===== src/rtl/core/porp_pkg.sv =====
`timescale 1ns / 1ps
// ----------------------------------------------------------------------------
// porp_pkg: shared types and constants
// Phase codes, field tags, register map and the result word of the
// proof-of-ownership request parser.
// ----------------------------------------------------------------------------
package porp_pkg;

    // Register map (word index on the config port)
    localparam logic [1:0] REG_SERVICE_ID   = 2'd0;
    localparam logic [1:0] REG_SUBFUNCTION  = 2'd1;
    localparam logic [1:0] REG_MAX_KEY_LEN  = 2'd2;

    localparam logic [7:0] RST_SERVICE_ID   = 8'd41;
    localparam logic [7:0] RST_SUBFUNCTION  = 8'd3;
    localparam logic [7:0] RST_MAX_KEY_LEN  = 8'd65;

    // Byte counter saturates here; reaching COUNT_SAT-1 marks an overlong message
    localparam logic [16:0] COUNT_SAT       = 17'd65536;

    // Field tags on the result word
    localparam logic [3:0] TAG_SID          = 4'd0;
    localparam logic [3:0] TAG_SUBFN        = 4'd1;
    localparam logic [3:0] TAG_ALG          = 4'd2;
    localparam logic [3:0] TAG_PROOF_LEN    = 4'd3;
    localparam logic [3:0] TAG_PROOF        = 4'd4;
    localparam logic [3:0] TAG_ECHO_LEN     = 4'd5;
    localparam logic [3:0] TAG_ECHO         = 4'd6;
    localparam logic [3:0] TAG_KEY_LEN      = 4'd7;
    localparam logic [3:0] TAG_KEY          = 4'd8;

    // Parser phase
    typedef enum logic [3:0] {
        PH_SID     = 4'd0,
        PH_SUBFN   = 4'd1,
        PH_ALG     = 4'd2,
        PH_PLEN_HI = 4'd3,
        PH_PLEN_LO = 4'd4,
        PH_PROOF   = 4'd5,
        PH_ECHOLEN = 4'd6,
        PH_ECHO    = 4'd7,
        PH_KEYLEN  = 4'd8,
        PH_KEY     = 4'd9,
        PH_TRAIL   = 4'd10
    } phase_t;

    // Configuration seen by the parser
    typedef struct packed {
        logic [7:0] service_id;
        logic [7:0] subfunction_id;
        logic [7:0] max_key_length;
    } cfg_t;

    // One result word
    typedef struct packed {
        logic [7:0]  byte_out;
        logic [3:0]  field_tag;
        logic        key_byte;
        logic        message_done;
        logic        status;
        logic [7:0]  alg_id;
        logic [15:0] proof_length;
        logic [7:0]  echo_length;
        logic [7:0]  key_length;
    } result_t;

endpackage


===== src/rtl/core/porp_cfg_regs.sv =====
`timescale 1ns / 1ps
// ----------------------------------------------------------------------------
// porp_cfg_regs: configuration register file
// APB-style slave holding service id, subfunction id and key length limit.
// ----------------------------------------------------------------------------
module porp_cfg_regs (
    input  logic              aclk,
    input  logic              aresetn,
    input  logic              psel,
    input  logic              penable,
    input  logic              pwrite,
    input  logic [3:0]        paddr,
    input  logic [31:0]       pwdata,
    output logic [31:0]       prdata,
    output logic              pready,
    output porp_pkg::cfg_t    cfg
);
    import porp_pkg::*;

    logic [7:0] service_id_reg;
    logic [7:0] subfunction_reg;
    logic [7:0] max_key_len_reg;
    logic       wr_en;
    logic [1:0] reg_idx;

    assign pready  = 1'b1;
    assign wr_en   = psel && penable && pwrite;
    assign reg_idx = paddr[3:2];

    // Register writes
    always_ff @(posedge aclk) begin
        if (!aresetn) begin
            service_id_reg  <= RST_SERVICE_ID;
            subfunction_reg <= RST_SUBFUNCTION;
            max_key_len_reg <= RST_MAX_KEY_LEN;
        end else if (wr_en) begin
            case (reg_idx)
                REG_SERVICE_ID:  service_id_reg  <= pwdata[7:0];
                REG_SUBFUNCTION: subfunction_reg <= pwdata[7:0];
                REG_MAX_KEY_LEN: max_key_len_reg <= pwdata[7:0];
                default: ;
            endcase
        end
    end

    // Read back
    always_comb begin
        case (reg_idx)
            REG_SERVICE_ID:  prdata = {24'd0, service_id_reg};
            REG_SUBFUNCTION: prdata = {24'd0, subfunction_reg};
            REG_MAX_KEY_LEN: prdata = {24'd0, max_key_len_reg};
            default:         prdata = 32'd0;
        endcase
    end

    assign cfg.service_id     = service_id_reg;
    assign cfg.subfunction_id = subfunction_reg;
    assign cfg.max_key_length = max_key_len_reg;

endmodule


===== src/rtl/core/porp_parser.sv =====
`timescale 1ns / 1ps
// ----------------------------------------------------------------------------
// porp_parser: request phase machine
// Holds the message state and forms the result word for the byte being
// accepted; state advances on each accepted byte and clears after the last.
// ----------------------------------------------------------------------------
module porp_parser (
    input  logic                aclk,
    input  logic                aresetn,
    input  porp_pkg::cfg_t      cfg,
    input  logic                in_acc,
    input  logic [7:0]          data_byte,
    input  logic                last_byte,
    output porp_pkg::result_t   result
);
    import porp_pkg::*;

    phase_t      phase_reg,     phase_next;
    logic [15:0] remaining_reg, remaining_next;
    logic [16:0] count_reg,     count_next;
    logic        error_reg,     error_next;
    logic [7:0]  len_hi_reg,    len_hi_next;
    logic [7:0]  alg_reg,       alg_next;
    logic [15:0] plen_reg,      plen_next;
    logic [7:0]  echo_len_reg,  echo_len_next;
    logic [7:0]  key_len_reg,   key_len_next;
    logic [3:0]  tag;
    logic        key_flag;
    logic [15:0] rem_dec;

    assign rem_dec = remaining_reg - 16'd1;

    // Next state and result for the byte at the input
    always_comb begin
        phase_next     = phase_reg;
        remaining_next = remaining_reg;
        error_next     = error_reg;
        len_hi_next    = len_hi_reg;
        alg_next       = alg_reg;
        plen_next      = plen_reg;
        echo_len_next  = echo_len_reg;
        key_len_next   = key_len_reg;
        tag            = TAG_KEY;
        key_flag       = 1'b0;

        // overlong message: saturate and flag
        if (count_reg >= COUNT_SAT - 17'd1) begin
            error_next = 1'b1;
            count_next = COUNT_SAT;
        end else begin
            count_next = count_reg + 17'd1;
        end

        case (phase_reg)
            PH_SID: begin
                tag = TAG_SID;
                if (data_byte != cfg.service_id) error_next = 1'b1;
                phase_next = PH_SUBFN;
            end
            PH_SUBFN: begin
                tag = TAG_SUBFN;
                if (data_byte != cfg.subfunction_id) error_next = 1'b1;
                phase_next = PH_ALG;
            end
            PH_ALG: begin
                tag        = TAG_ALG;
                alg_next   = data_byte;
                phase_next = PH_PLEN_HI;
            end
            PH_PLEN_HI: begin
                tag         = TAG_PROOF_LEN;
                len_hi_next = data_byte;
                phase_next  = PH_PLEN_LO;
            end
            PH_PLEN_LO: begin
                tag            = TAG_PROOF_LEN;
                plen_next      = {len_hi_reg, data_byte};
                remaining_next = {len_hi_reg, data_byte};
                if ({len_hi_reg, data_byte} == 16'd0) begin
                    error_next = 1'b1;
                    phase_next = PH_ECHOLEN;
                end else begin
                    phase_next = PH_PROOF;
                end
            end
            PH_PROOF: begin
                tag            = TAG_PROOF;
                remaining_next = rem_dec;
                if (rem_dec == 16'd0) phase_next = PH_ECHOLEN;
            end
            PH_ECHOLEN: begin
                tag            = TAG_ECHO_LEN;
                echo_len_next  = data_byte;
                remaining_next = {8'd0, data_byte};
                phase_next     = (data_byte == 8'd0) ? PH_KEYLEN : PH_ECHO;
            end
            PH_ECHO: begin
                tag            = TAG_ECHO;
                remaining_next = rem_dec;
                if (rem_dec == 16'd0) phase_next = PH_KEYLEN;
            end
            PH_KEYLEN: begin
                tag            = TAG_KEY_LEN;
                key_len_next   = data_byte;
                remaining_next = {8'd0, data_byte};
                if (data_byte == 8'd0) begin
                    error_next = 1'b1;
                    phase_next = PH_TRAIL;
                end else begin
                    if (data_byte > cfg.max_key_length) error_next = 1'b1;
                    phase_next = PH_KEY;
                end
            end
            PH_KEY: begin
                tag            = TAG_KEY;
                key_flag       = 1'b1;
                remaining_next = rem_dec;
                if (rem_dec == 16'd0) phase_next = PH_TRAIL;
            end
            default: begin
                // trailing bytes after the key
                tag        = TAG_KEY;
                phase_next = PH_TRAIL;
            end
        endcase

        result.byte_out      = data_byte;
        result.field_tag     = tag;
        result.key_byte      = key_flag;
        result.message_done  = last_byte;
        result.status        = last_byte && (error_next || (phase_next != PH_TRAIL));
        result.alg_id        = alg_next;
        result.proof_length  = plen_next;
        result.echo_length   = echo_len_next;
        result.key_length    = key_len_next;
    end

    // Message state; last byte returns everything to the start
    always_ff @(posedge aclk) begin
        if (!aresetn || (in_acc && last_byte)) begin
            phase_reg     <= PH_SID;
            remaining_reg <= 16'd0;
            count_reg     <= 17'd0;
            error_reg     <= 1'b0;
            len_hi_reg    <= 8'd0;
            alg_reg       <= 8'd0;
            plen_reg      <= 16'd0;
            echo_len_reg  <= 8'd0;
            key_len_reg   <= 8'd0;
        end else if (in_acc) begin
            phase_reg     <= phase_next;
            remaining_reg <= remaining_next;
            count_reg     <= count_next;
            error_reg     <= error_next;
            len_hi_reg    <= len_hi_next;
            alg_reg       <= alg_next;
            plen_reg      <= plen_next;
            echo_len_reg  <= echo_len_next;
            key_len_reg   <= key_len_next;
        end
    end

    // Counter never passes saturation
    assert property (@(posedge aclk) disable iff (!aresetn)
        count_reg <= COUNT_SAT)
        else $error("byte counter beyond saturation");

    // Accepted last byte always brings the machine back to the start
    assert property (@(posedge aclk) disable iff (!aresetn)
        in_acc && last_byte |=> phase_reg == PH_SID && !error_reg && count_reg == 17'd0)
        else $error("state not cleared after last byte");

    // Key data only tagged as key
    assert property (@(posedge aclk) disable iff (!aresetn)
        result.key_byte |-> result.field_tag == TAG_KEY)
        else $error("key byte with wrong tag");

endmodule


===== src/rtl/core/porp_out_stage.sv =====
`timescale 1ns / 1ps
// ----------------------------------------------------------------------------
// porp_out_stage: result register with skid entry
// Holds the result word for the master side; a second entry catches a word
// accepted while the output is stalled, so input ready is a register.
// ----------------------------------------------------------------------------
module porp_out_stage (
    input  logic                aclk,
    input  logic                aresetn,
    input  logic                in_acc,
    input  porp_pkg::result_t   in_word,
    output logic                in_ready,
    output logic                out_valid,
    input  logic                out_ready,
    output porp_pkg::result_t   out_word
);
    import porp_pkg::*;

    logic    out_valid_reg;
    logic    skid_valid_reg;
    result_t out_word_reg;
    result_t skid_word_reg;
    logic    out_pop;

    assign out_pop   = out_valid_reg && out_ready;
    assign in_ready  = !skid_valid_reg;
    assign out_valid = out_valid_reg;
    assign out_word  = out_word_reg;

    // Valid flags
    always_ff @(posedge aclk) begin
        if (!aresetn) begin
            out_valid_reg  <= 1'b0;
            skid_valid_reg <= 1'b0;
        end else if (out_pop || !out_valid_reg) begin
            out_valid_reg  <= skid_valid_reg || in_acc;
            skid_valid_reg <= 1'b0;
        end else if (in_acc) begin
            skid_valid_reg <= 1'b1;
        end
    end

    // Payload
    always_ff @(posedge aclk) begin
        if (out_pop || !out_valid_reg) begin
            out_word_reg <= skid_valid_reg ? skid_word_reg : in_word;
        end else if (in_acc) begin
            skid_word_reg <= in_word;
        end
    end

    // Skid entry only holds a word behind a full output register
    assert property (@(posedge aclk) disable iff (!aresetn)
        skid_valid_reg |-> out_valid_reg)
        else $error("skid entry full with empty output");

    // A word taken during a stall lands in the skid entry
    assert property (@(posedge aclk) disable iff (!aresetn)
        in_acc && out_valid_reg && !out_ready |=> skid_valid_reg)
        else $error("word lost during output stall");

    // A pop with the skid full drains the skid
    assert property (@(posedge aclk) disable iff (!aresetn)
        out_pop && skid_valid_reg |=> !skid_valid_reg && out_valid_reg)
        else $error("skid entry not drained");

endmodule


===== src/rtl/core/proof_of_ownership_request_parser_core.sv =====
`timescale 1ns / 1ps
// ----------------------------------------------------------------------------
// proof_of_ownership_request_parser_core: authentication request parser
//
//   channel   direction  word                                   end marker
//   s_axis    in         tdata[7:0] message byte                tlast = last byte
//   m_axis    out        tdata: byte, status, captured lengths  tlast = message done
//                        tuser: field tag, key-byte flag
//   apb       in/out     service id, subfunction, max key len   -
//
// One byte per cycle while s_tready is high: each accepted byte is parsed in the cycle
// it is taken and its result word is registered for the master side.
// The phase machine plus a one-word skid entry sets this rate; s_tready is
// registered and drops only when both output entries are full.
// Reset (aresetn low, synchronous) empties the output and restores registers;
// message state also clears after every last byte.
// ----------------------------------------------------------------------------
module proof_of_ownership_request_parser_core (
    input  logic        aclk,
    input  logic        aresetn,
    // input byte stream
    input  logic        s_tvalid,
    output logic        s_tready,
    input  logic [7:0]  s_tdata,   // [7:0] data_byte
    input  logic        s_tlast,
    // result stream
    output logic        m_tvalid,
    input  logic        m_tready,
    output logic [55:0] m_tdata,   // [7:0] byte_out, [8] status, [16:9] alg_id,
                                   // [32:17] proof_length, [40:33] echo_length,
                                   // [48:41] key_length, [55:49] zero
    output logic [4:0]  m_tuser,   // [3:0] field_tag, [4] key_byte
    output logic        m_tlast,
    // configuration
    input  logic        psel,
    input  logic        penable,
    input  logic        pwrite,
    input  logic [3:0]  paddr,
    input  logic [31:0] pwdata,
    output logic [31:0] prdata,
    output logic        pready
);
    import porp_pkg::*;

    cfg_t    cfg;
    result_t parse_word;
    result_t out_word;
    logic    in_acc;

    assign in_acc = s_tvalid && s_tready;

    porp_cfg_regs u_cfg_regs (
        .aclk    (aclk),
        .aresetn (aresetn),
        .psel    (psel),
        .penable (penable),
        .pwrite  (pwrite),
        .paddr   (paddr),
        .pwdata  (pwdata),
        .prdata  (prdata),
        .pready  (pready),
        .cfg     (cfg)
    );

    porp_parser u_parser (
        .aclk      (aclk),
        .aresetn   (aresetn),
        .cfg       (cfg),
        .in_acc    (in_acc),
        .data_byte (s_tdata),
        .last_byte (s_tlast),
        .result    (parse_word)
    );

    porp_out_stage u_out_stage (
        .aclk      (aclk),
        .aresetn   (aresetn),
        .in_acc    (in_acc),
        .in_word   (parse_word),
        .in_ready  (s_tready),
        .out_valid (m_tvalid),
        .out_ready (m_tready),
        .out_word  (out_word)
    );

    // Pack the result word onto the stream
    assign m_tdata = {7'd0,
                      out_word.key_length,
                      out_word.echo_length,
                      out_word.proof_length,
                      out_word.alg_id,
                      out_word.status,
                      out_word.byte_out};
    assign m_tuser = {out_word.key_byte, out_word.field_tag};
    assign m_tlast = out_word.message_done;

endmodule


===== config.mk =====
export PLATFORM = sky130hd
export DESIGN_NAME = proof_of_ownership_request_parser_core
export DESIGN_NICKNAME = d
export VERILOG_FILES = /design/src/rtl/core/porp_pkg.sv /design/src/rtl/core/porp_cfg_regs.sv /design/src/rtl/core/porp_parser.sv /design/src/rtl/core/porp_out_stage.sv /design/src/rtl/core/proof_of_ownership_request_parser_core.sv
export SDC_FILE = /design/constraint.sdc
export NUM_CORES = 1
export LEC_CHECK = 0
export ABC_AREA = 0
export BUFFER_PORTS_ARGS = -buffer_cell sky130_fd_sc_hd__buf_2
export CORE_ASPECT_RATIO = 0.5
export CORE_MARGIN = 2
export CORE_UTILIZATION = 58
export CTS_CLUSTER_SIZE = 40
export DETAILED_ROUTE_END_ITERATION = 16
export MAX_ROUTING_LAYER = met4
export PLACE_DENSITY = 0.83
export SYNTH_ARGS = -nofsm -noshare
export SYNTH_HDL_FRONTEND = slang
export SYNTH_SLANG_ARGS = --single-unit

===== constraint.sdc =====
create_clock -name aclk -period 5.1 [get_ports aclk]
set_clock_uncertainty 0.15 [all_clocks]
set_input_delay 0.255 -clock aclk [delete_from_list [all_inputs] [get_ports aclk]]
set_output_delay 0.255 -clock aclk [all_outputs]
set_load 0.05 [all_outputs]

Word-level counts from Yosys, hierarchy flattened
Cells that the tools add are included.

Mux-type cells: 24. Reduce and logical (&&, ||, !) cells: 29. Bitwise gates (word level): 2. Add/sub/neg operators: 2. $lt $le $gt $ge: 2. Equality and inequality tests: 14.

Operators with widths (number): 2-to-1 mux 55 bit (1); case mux 16 bit (3 select lines) (1); case mux 4 bit (10 select lines) (1); logical NOT 16 bit (2); case mux 4 bit (8 select lines) (1); 2-to-1 mux 8 bit (3); case mux 8 bit (3 select lines) (1); adder 17 x 1 -> 17 bit, second input constant (1); >= comparator 17 x 16 -> 1 bit, second input constant (1); 2-to-1 mux 17 bit (1); equality test 4 x 3 -> 1 bit, second input constant (4); 2-to-1 mux 16 bit (1); 2-to-1 mux 4 bit (4); != test 8 bit (2); subtractor 16 x 1 -> 16 bit, second input constant (1); AND reduction 2 bit (6); equality test 4 x 2 -> 1 bit, second input constant (2); equality test 4 bit, second input constant (2); greater-than comparator 8 bit (1); logical NOT 8 bit (1); 2-to-1 mux 1 bit (7); logical AND 1 bit (6); OR reduction 2 bit (3); equality test 4 x 1 -> 1 bit, second input constant (1); 12 further kinds (19).

Flip-flop bits (word level): 222. Input port bits: 52. Word-level logic and storage cells: 105.

Longest topological paths before layout
Gate-level depths: netlist of run 1.

Word-level depth: 8. Depth in mapped cells: 12. Mapped depth without buffers: 10.

Modules after synthesis
From an unflattened synthesis of run 1, not the netlist that was laid out.

Cell total of the unflattened synthesis: 964. Area total of the unflattened synthesis: 10817.9 um2.

Modules (own cells, without submodules): porp_parser (times used 1, seq. area each 1721.7 um2, area each 5252.5 um2, cells each 625); porp_out_stage (times used 1, seq. area each 3343.2 um2, area each 4164.0 um2, cells each 180); porp_cfg_regs (times used 1, seq. area each 480.5 um2, area each 1338.8 um2, cells each 150); proof_of_ownership_request_parser_core (times used 1, seq. area each 0.0 um2, area each 62.6 um2, cells each 9).

Worst setup path before layout of run 1
Ideal clock, no wire load.

Path type: flip-flop to flip-flop. Start point: register u_out_stage.out_valid_reg (netlist: u_out_stage.out_valid). End point: register u_out_stage.skid_word_reg[0] in the netlist's numbering (enable). Required time: 4.482 ns. Slack: -0.031 ns. Period minus slack after synthesis: 5.131 ns. Arrival: 4.512 ns. Stages on the path, launching flop included: 3. Buffers on the path: 0. Path through: dfxtp_1 nand2b_1 nor2_1.

Word-level cells in the longest chain between the ends: 4. Elaborated cells on any way between the ends: 5.

Ends and longest elaborated chain: start, declared (line porp_out_stage.sv:19) `logic out_valid_reg;`; start signal, assigned (line porp_out_stage.sv:36) `out_valid_reg <= skid_valid_reg || in_acc;`; logical AND 1 bit / logical NOT 1 bit (equally long branches) (line porp_out_stage.sv:25, porp_out_stage.sv:45); logical OR 1 bit (*) (line porp_out_stage.sv:45) `if (out_pop || !out_valid_reg) begin`; NOT 1 bit (no source line) (*); AND reduction 2 bit (no source line) (*); end signal, assigned (line porp_out_stage.sv:48) `skid_word_reg <= in_word;`; end, declared (line porp_out_stage.sv:22) `result_t skid_word_reg;`.

Mark *: on every way between the ends. The rest lies on a longest branch, timed or not. A chain may end at the register's enable or synchronous reset.

Worst setup path in the final report of run 1
Start point: register u_out_stage.skid_valid_reg. End point: register u_out_stage.skid_word_reg[20] in the netlist's numbering (enable).

Word-level cells in the longest chain between the ends: 3.

Ends and longest elaborated chain: start, declared (line porp_out_stage.sv:20) `logic skid_valid_reg;`; start signal, assigned (line porp_out_stage.sv:34) `skid_valid_reg <= 1'b0;`; start signal, assigned (line porp_out_stage.sv:37) `skid_valid_reg <= 1'b0;`; start signal, assigned (line porp_out_stage.sv:39) `skid_valid_reg <= 1'b1;`; logical NOT 1 bit (line porp_out_stage.sv:26) `assign in_ready = !skid_valid_reg;`; logical AND 1 bit (line proof_of_ownership_request_parser_core.sv:50) `assign in_acc = s_tvalid && s_tready;`; AND reduction 2 bit (no source line).

No other way between the ends.

==> Flow_metrics.wiki, run 1 <==
{| class="wikitable"
! Metric !! Value
|-
| Status || complete, no violations
|-
| Most common cell after layout, fill and taps aside || sky130_fd_sc_hd__nor2_1
|-
| CP Class || flop to flop
|-
| Fraction of power consumed by combinational cells || 0.129
|-
| CP Cell Sequence || inv_2, nand2_1, nor2_4, buf_4
|-
| Sort of element at the end of the critical path || flop
|-
| Hold slack final || 0.0317 ns
|-
| Reg-to-reg setup timing slack || 1.51 ns
|-
| Worst relative slew slack || 0.265
|-
| Cell depth of the worst flop-to-flop path || 4
|-
| Register area || 5550 um^2
|-
| Fraction of layout instances using a drive strength above 1 || 0.213
|-
| Total non-filler cell area in the finished layout || 11700 um^2
|-
| Layout fillers || 1299
|-
| Endpoint of the lowest-slack register-to-register path || u_out_stage.skid_word_reg[20]$_DFFE_PP_
|-
| Number of clock sinks seen by CTS || 222
|-
| Global-route total usage across every layer || 0.248
|-
| Summed instance area of the synthesized netlist || 10400 um^2
|-
| N_diodes || 0
|-
| Synthesized flop and latch total || 222
|-
| Max VDD drop || 0.216 mV
|-
| Antenna-violating nets left || 0
|-
| Ys async rst share || 0
|-
| Slew at the pin closest to its max-slew limit || 1.10 ns
|-
| Ports placed on the boundary || 149
|-
| Element type at the critical path start || flop
|-
| Buffers inserted during post-CTS setup optimization || 0
|-
| Number of input and output port buffers inserted || 90
|-
| Fraction of the yosys area taken by sequential cells || 0.534
|-
| Routed WL per cell || 17.5 um
|-
| Power share of the clock group || 0.386
|-
| Total power after layout || 4.11 mW
|-
| Clock tree from TritonCTS || built
|-
| Hold Vio Cnt, Final || 0
|-
| Starting density of the core || 0.596
|-
| Leakage power summed over all cells || 4.64 nW
|-
| Detail Placement HPWL || 14900 um
|-
| Initial antenna violation count || 0
|-
| NetSw || 1.09 mW
|-
| Number of enable flip-flop cells after synthesis || 110
|-
| Clock input transition at the sequential cells of the worst setup and hold paths || 0.07 ns
|-
| Number of search-and-repair iterations in the first detailed-routing pass || 5
|-
| Util after Layout || 0.670
|-
| Worst hold path type || primary input to flop
|-
| Pins over their slew limit || 0
|-
| Area of the multi-input gates || 4410 um^2
|-
| Die Width || 193 um
|-
| Worst Hold Launch || s_tdata[5]
|-
| Hold-fix buffers, CTS || 13
|-
| Area of the core || 17400 um^2
|-
| Number of warning messages in the yosys log || 0
|-
| Worst R2R Start || u_out_stage.skid_valid_reg$_SDFFE_PP0P_
|-
| Most frequent cells in the layout || sky130_fd_sc_hd__nor2_1 (149), sky130_fd_sc_hd__dfxtp_1 (112), sky130_fd_sc_hd__edfxtp_1 (110), sky130_fd_sc_hd__buf_2 (90), sky130_fd_sc_hd__mux2_2 (83)
|-
| Area delta synth->final || 12.5%
|-
| Cell at the root of the clock tree || sky130_fd_sc_hd__clkbuf_16
|-
| Req. time, crit path || 5.08 ns
|-
| Die ar. || 19100 um^2
|-
| # DRC || 0
|-
| Maximum capacitance violations || 0
|-
| Count of standard-cell rows || 34
|-
| Max stage delay on crit path || 0.86 ns
|-
| Final Critical Period || 3.59 ns
|-
| Maximum number of pins on one net before global-route repair || 59
|-
| Hold depth || 1
|-
| Final wirelength || 23200 um
|-
| Starting DRT DRC Count || 765
|-
| Slowest stage cell, crit path || sky130_fd_sc_hd__inv_2
|-
| Max H-tree Level || 1
|-
| Mapped Avg Cell Area || 10.4 um^2
|-
| P per Cell Area || 352 nW/um^2
|-
| Via density per instance || 5.84
|-
| Worst-case hold path end point || u_out_stage.skid_word_reg[52]$_DFFE_PP_
|-
| Final period utilization || 0.703
|-
| Floorplan die height || 98.6 um
|-
| Setup tns final || 0 ns
|-
| Final nets || 1138
|-
| Relative contribution of sequential cells to total power || 0.484
|-
| Unique cell type count in the Yosys netlist || 66
|-
| Weighted congestion reported at the end of routability-driven placement || 0.921
|-
| Detailed-route via count || 7722
|-
| Net Sw Frac || 0.264
|-
| Data arrival time of the worst path || 3.56 ns
|-
| Post-CTS resize count || 0
|-
| Later-pin clock latency in the skew report || 0.49 ns
|-
| Via count of the first global-routing pass || 7366
|-
| CP max FO || 46
|-
| Global-route wire length before repair || 37400 um
|-
| Top_reg_cell synth || sky130_fd_sc_hd__dfxtp_1
|-
| TritonCTS buffer count || 20
|-
| Cell Area, Placed || 10900 um^2
|-
| Final setup violation count || 0
|-
| Grt ovf || 0
|-
| Buffer levels on the longest clock path || 3
|-
| Synthesized instance count || 1001
|-
| P_int || 3.03 mW
|-
| Unrepaired setup endpoints after global routing || no
|-
| Achievable clock frequency || 279 MHz
|}
-- how the worst max path moves through the flow --
stage,start,to,slack [ns]
floorplan,u_out_stage.out_valid$_SDFFE_PN0P_,u_out_stage.skid_word_reg[0]$_DFFE_PP_,0.60
global placement,u_out_stage.skid_valid_reg$_SDFFE_PP0P_,u_out_stage.skid_word_reg[12]$_DFFE_PP_,1.69
detailed placement,u_out_stage.skid_valid_reg$_SDFFE_PP0P_,u_out_stage.skid_word_reg[9]$_DFFE_PP_,1.52
CTS,u_out_stage.skid_valid_reg$_SDFFE_PP0P_,u_out_stage.skid_word_reg[25]$_DFFE_PP_,1.50
global route,u_out_stage.skid_valid_reg$_SDFFE_PP0P_,u_out_stage.skid_word_reg[30]$_DFFE_PP_,1.29
finish,u_out_stage.skid_valid_reg$_SDFFE_PP0P_,u_out_stage.skid_word_reg[20]$_DFFE_PP_,1.51
-- stage by stage --
step / cells / setup WS (ns)
6_report: 1322 / 1.51
5_1_grt: 1322 / 1.29
4_1_cts: 1322 / 1.50
3_5_place_dp: 1273 / 1.52
3_3_place_gp: 1273 / 1.69
2_1_floorplan: 1031 / 0.603
-- cell type report --
class	instances	area share
Sequential cell	222	0.474
Multi-Input combinational cell	693	0.377
Timing Repair Buffer	113	0.0561
Clock buffer	26	0.0510
Tap cell	234	0.0250
Clock inverter	10	0.00920
Inverter	24	0.00770
-- synth_stat cells, types with 10 or more instances --
cell type | n | area [um^2]
sky130_fd_sc_hd__mux2_2 | 83 | 935
sky130_fd_sc_hd__nand2_1 | 83 | 312
sky130_fd_sc_hd__edfxtp_1 | 110 | 3300
sky130_fd_sc_hd__ha_1 | 12 | 150
sky130_fd_sc_hd__xnor2_1 | 10 | 87.6
sky130_fd_sc_hd__dfxtp_1 | 112 | 2240
sky130_fd_sc_hd__mux2i_1 | 41 | 410
sky130_fd_sc_hd__xor2_1 | 14 | 123
sky130_fd_sc_hd__buf_4 | 33 | 248
sky130_fd_sc_hd__nor2b_1 | 22 | 138
sky130_fd_sc_hd__inv_1 | 22 | 82.6
sky130_fd_sc_hd__clkbuf_1 | 44 | 165
sky130_fd_sc_hd__a21oi_1 | 24 | 120
sky130_fd_sc_hd__nor2_1 | 150 | 563
sky130_fd_sc_hd__o21ai_0 | 36 | 180
sky130_fd_sc_hd__nor3_1 | 65 | 325
sky130_fd_sc_hd__nand3_1 | 12 | 60.1
-- cell families after synthesis --
family	synth area share
multiplexers	0.129
adder cells (fa/ha/maj)	0.0144
AND/OR/NAND/NOR	0.174
AO/OA/AOI/OAI	0.0722
flip-flops	0.534
XOR/XNOR	0.0202
other	0.000723
buffers and inverters	0.0551
-- power groups by stage --
stage | Clock (mW) | Sequential (mW) | Combinational, mW
after floorplan | 0 | 2.18 | 0.280
after global placement | 0 | 2.03 | 0.508
after detailed placement | 0 | 2.03 | 0.520
after CTS | 1.61 | 1.99 | 0.530
after global routing | 1.69 | 2.00 | 0.564
final | 1.59 | 1.99 | 0.532
-- worst max-delay path: cells and delay by family, from the launching register on --
| family | cells | cell delay [ns] |
|---|---|---|
| buffers and inverters | 2 | 1.43 |
| and+or+nand+nor | 2 | 1.04 |
| DFF | 1 | 0.56 |
-- layer usage --
layer / routed length, um / share of wire / track usage
met5: 0 / 0 / -
met4: 622 / 0.027 / 0.0763
met3: 1690 / 0.073 / 0.0441
met2: 10600 / 0.46 / 0.385
met1: 10300 / 0.44 / 0.336
(Power assumes the default switching activity.)
==> inputs of run 2 (changes only) <==
--- a/config.mk
+++ b/config.mk
@@ -5,15 +5,15 @@
 export SDC_FILE = /design/constraint.sdc
 export NUM_CORES = 1
 export LEC_CHECK = 0
-export ABC_AREA = 0
+export ABC_AREA = 1
 export BUFFER_PORTS_ARGS = -buffer_cell sky130_fd_sc_hd__buf_2
 export CORE_ASPECT_RATIO = 0.5
 export CORE_MARGIN = 2
-export CORE_UTILIZATION = 58
+export CORE_UTILIZATION = 52
 export CTS_CLUSTER_SIZE = 40
 export DETAILED_ROUTE_END_ITERATION = 16
 export MAX_ROUTING_LAYER = met4
-export PLACE_DENSITY = 0.83
+export PLACE_DENSITY = 0.78
 export SYNTH_ARGS = -nofsm -noshare
 export SYNTH_HDL_FRONTEND = slang
 export SYNTH_SLANG_ARGS = --single-unit
==> constraint.sdc (replaced) <==
create_clock -name aclk -period 3.26 [get_ports aclk]
set_clock_uncertainty 0.15 [all_clocks]
set_input_delay 0.163 -clock aclk [delete_from_list [all_inputs] [get_ports aclk]]
set_output_delay 0.163 -clock aclk [all_outputs]
set_load 0.05 [all_outputs]
==> run 2 against run 1 <==
- maximum frequency is 36% higher
- final cell count is 25% higher
- combinational power increased by 100%
- routed wire length up 8.1%
- register-to-register slack lost 0.88 ns
- design area grew 2.7%
- non-clock buffer count is 14 higher
- utilization fell by 5.8 points
- synthesized area increased by 0.66%
- count of clock-buffer cells in the layout grew 6
- critical endpoint is now u_out_stage.out_word[40]$_DFFE_PP_
- highest routed layer unchanged
==> Flow_metrics.wiki, run 2 <==
{| class="wikitable"
! Metric !! Value
|-
| Area fraction in compound gates after synthesis || 0.134
|-
| Sort of element at the end of the critical path || flop
|-
| Most repeated cell in the gate-level netlist after synthesis || sky130_fd_sc_hd__nand2_1
|-
| Clock input transition at the sequential cells of the worst setup and hold paths || 0.07 ns
|-
| Final wirelength || 25100 um
|-
| Summed instance area of the synthesized netlist || 10500 um^2
|-
| Combinational family with the most area after synthesis || simple AND/OR/NAND/NOR gates
|-
| Final Critical Period || 2.63 ns
|-
| Pins over their slew limit || 0
|-
| Worst relative slew slack || 0.497
|-
| XOR/XNOR Fraction of Synth Area || 0.00586
|-
| Final setup violation count || 0
|-
| Max H-tree Level || 1
|-
| Most frequent cells after synthesis || sky130_fd_sc_hd__nand2_1 (327), sky130_fd_sc_hd__inv_1 (146), sky130_fd_sc_hd__nor2_1 (142), sky130_fd_sc_hd__o21ai_0 (134), sky130_fd_sc_hd__dfxtp_1 (112)
|-
| P per Cell Area || 561 nW/um^2
|-
| Layout fillers || 1628
|-
| Cell at the root of the clock tree || sky130_fd_sc_hd__clkbuf_16
|-
| Detailed-route via count || 8778
|-
| Die ar. || 21300 um^2
|-
| Final nets || 1442
|-
| Weighted congestion reported at the end of routability-driven placement || 0.871
|-
| Die Width || 205 um
|-
| Area leader, netlist || sky130_fd_sc_hd__edfxtp_1
|-
| Total power after layout || 6.73 mW
|-
| Post-CTS resize count || 0
|-
| Mapped Avg Cell Area || 8.20 um^2
|-
| CP max FO || 3
|-
| Via count of the first global-routing pass || 7827
|-
| Clock tree from TritonCTS || built
|-
| Setup tns final || 0 ns
|-
| Ports placed on the boundary || 149
|-
| Post-synthesis mux area share || 0
|-
| Element type at the critical path start || flop
|-
| Area of the multi-input gates || 4040 um^2
|-
| Register area || 5550 um^2
|-
| Synthesized flop and latch total || 222
|-
| Achievable clock frequency || 380 MHz
|-
| Worst hold path type || primary input to flop
|-
| Maximum number of pins on one net before global-route repair || 66
|-
| Grt ovf || 0
|-
| Synth area leaders || sky130_fd_sc_hd__edfxtp_1 (32%), sky130_fd_sc_hd__dfxtp_1 (21%), sky130_fd_sc_hd__nand2_1 (12%)
|-
| CP Class || flop to flop
|-
| Hold Vio Cnt, Final || 0
|-
| Number of search-and-repair iterations in the first detailed-routing pass || 5
|-
| Final period utilization || 0.806
|-
| Most common cell after layout, fill and taps aside || sky130_fd_sc_hd__nand2_1
|-
| Buffers inserted during post-CTS setup optimization || 0
|-
| Synthesized instance count || 1275
|-
| Number of clock sinks seen by CTS || 222
|-
| Slew at the pin closest to its max-slew limit || 0.755 ns
|-
| Filler-free cell count of the finished design || 1659
|-
| Fraction of layout instances using a drive strength above 1 || 0.122
|-
| Count of standard-cell rows || 36
|-
| Unique cell type count in the Yosys netlist || 46
|-
| Antenna-violating nets left || 0
|-
| Routed WL per cell || 15.1 um
|-
| Req. time, crit path || 3.38 ns
|-
| Unrepaired setup endpoints after global routing || no
|-
| Hold slack final || 0.0478 ns
|-
| Fraction of the mapped netlist area in simple logic gates || 0.219
|-
| Most frequent cells in the layout || sky130_fd_sc_hd__nand2_1 (327), sky130_fd_sc_hd__inv_1 (145), sky130_fd_sc_hd__nor2_1 (141), sky130_fd_sc_hd__o21ai_0 (134)
|-
| Top_reg_cell synth || sky130_fd_sc_hd__dfxtp_1
|-
| Floorplan die height || 104 um
|-
| Status || complete, no violations
|-
| N_diodes || 0
|-
| Leakage power summed over all cells || 5.46 nW
|-
| Number of warning messages in the yosys log || 0
|-
| Hold-fix buffers, CTS || 25
|-
| Buffer levels on the longest clock path || 3
|-
| Detail Placement HPWL || 17100 um
|-
| Area delta synth->final || 14.8%
|-
| Synth Area in Adders || 0.0144
|-
| Maximum capacitance violations || 0
|-
| Number of input and output port buffers inserted || 90
|-
| Portion of synthesized cell area occupied by the leading cell type || 0.316
|-
| TritonCTS buffer count || 21
|-
| Global-route wire length before repair || 39600 um
|-
| Number of enable flip-flop cells after synthesis || 110
|-
| Via density per instance || 5.29
|-
| Starting DRT DRC Count || 878
|-
| Starting density of the core || 0.534
|-
| Global-route total usage across every layer || 0.238
|-
| # DRC || 0
|-
| Number of instances in the placed design || 1596
|-
| Fraction of the yosys area taken by sequential cells || 0.530
|-
| Ys async rst share || 0
|-
| Data arrival time of the worst path || 2.75 ns
|-
| Area of the core || 19600 um^2
|-
| Initial antenna violation count || 0
|-
| Max VDD drop || 0.283 mV
|-
| Later-pin clock latency in the skew report || 0.51 ns
|}
-- run 2: layout make-up --
type,instances,share of cell area
flip-flops and latches,222,0.462
clock buffers,32,0.0489
multi-input cells,852,0.337
well taps,266,0.0277
repair buffers,127,0.0669
clock inverters,6,0.00928
inverters,154,0.0485
-- run 2: critical path, cell delays in order (launching register included) --
cell and delay [ns]:
sky130_fd_sc_hd__dfxtp_1 0.33, sky130_fd_sc_hd__ha_1 0.21, sky130_fd_sc_hd__nand2_1 0.15, sky130_fd_sc_hd__nor4_1 0.07, sky130_fd_sc_hd__nand3_1 0.09, sky130_fd_sc_hd__nor3b_1 0.06
sky130_fd_sc_hd__ha_1 0.17, sky130_fd_sc_hd__or2_2 0.26, sky130_fd_sc_hd__a21oi_1 0.30, sky130_fd_sc_hd__nand3_1 0.11, sky130_fd_sc_hd__nor2_1 0.10, sky130_fd_sc_hd__nand2_1 0.08
sky130_fd_sc_hd__a21oi_2 0.13, sky130_fd_sc_hd__nand2_1 0.07, sky130_fd_sc_hd__nand2_1 0.06, sky130_fd_sc_hd__nand2_1 0.04
-- run 2: kinds of logic after synthesis --
group / Yosys count
buf+inv: 231
other cells: 2
fa+ha+maj: 12
compound gates: 252
xor+xnor: 7
simple gates: 549
flops: 222
-- run 2: power by group --
group	total, mW	leakage (nW)	internal (mW)	switching (mW)
Combinational	1.08	3.09	0.248	0.829
Sequential	3.14	2.04	3.09	0.0528
Clock	2.51	0.335	1.49	1.03
Total	6.73	5.46	4.82	1.91
-- run 2: metal layers --
layer	GRT usage	wire, um	share of wire	vias up
met5	-	0	0	-
met4	0.0580	478	0.019	0
met3	0.0385	2000	0.080	47
met2	0.371	11500	0.46	322
met1	0.325	11100	0.44	4080
li1	-	-	-	4329
-- run 2: worst paths after layout --
path	from	to	slack, ns	depth (start not counted)
min reg2reg	u_cfg_regs.subfunction_reg[5]$_SDFFE_PN0P_	u_cfg_regs.subfunction_reg[5]$_SDFFE_PN0P_	0.33	2
min	penable	u_cfg_regs.service_id_reg[3]$_SDFFE_PN1P_	0.05	4
max reg2reg	u_parser.count_reg[0]$_SDFFE_PP0P_	u_out_stage.out_word[40]$_DFFE_PP_	0.63	15
max	u_parser.count_reg[0]$_SDFFE_PP0P_	u_out_stage.out_word[40]$_DFFE_PP_	0.63	15
-- run 2: per-stage QoR --
step | setup WS [ns] | cell area, um^2 | utilization
floorplan | 0.101 | 10600 | -
global placement | 0.654 | 11100 | 0.564
detailed placement | 0.634 | 11100 | 0.564
CTS | 0.616 | 12000 | 0.613
global route | 0.407 | 12000 | 0.613
finish | 0.632 | 12000 | 0.613
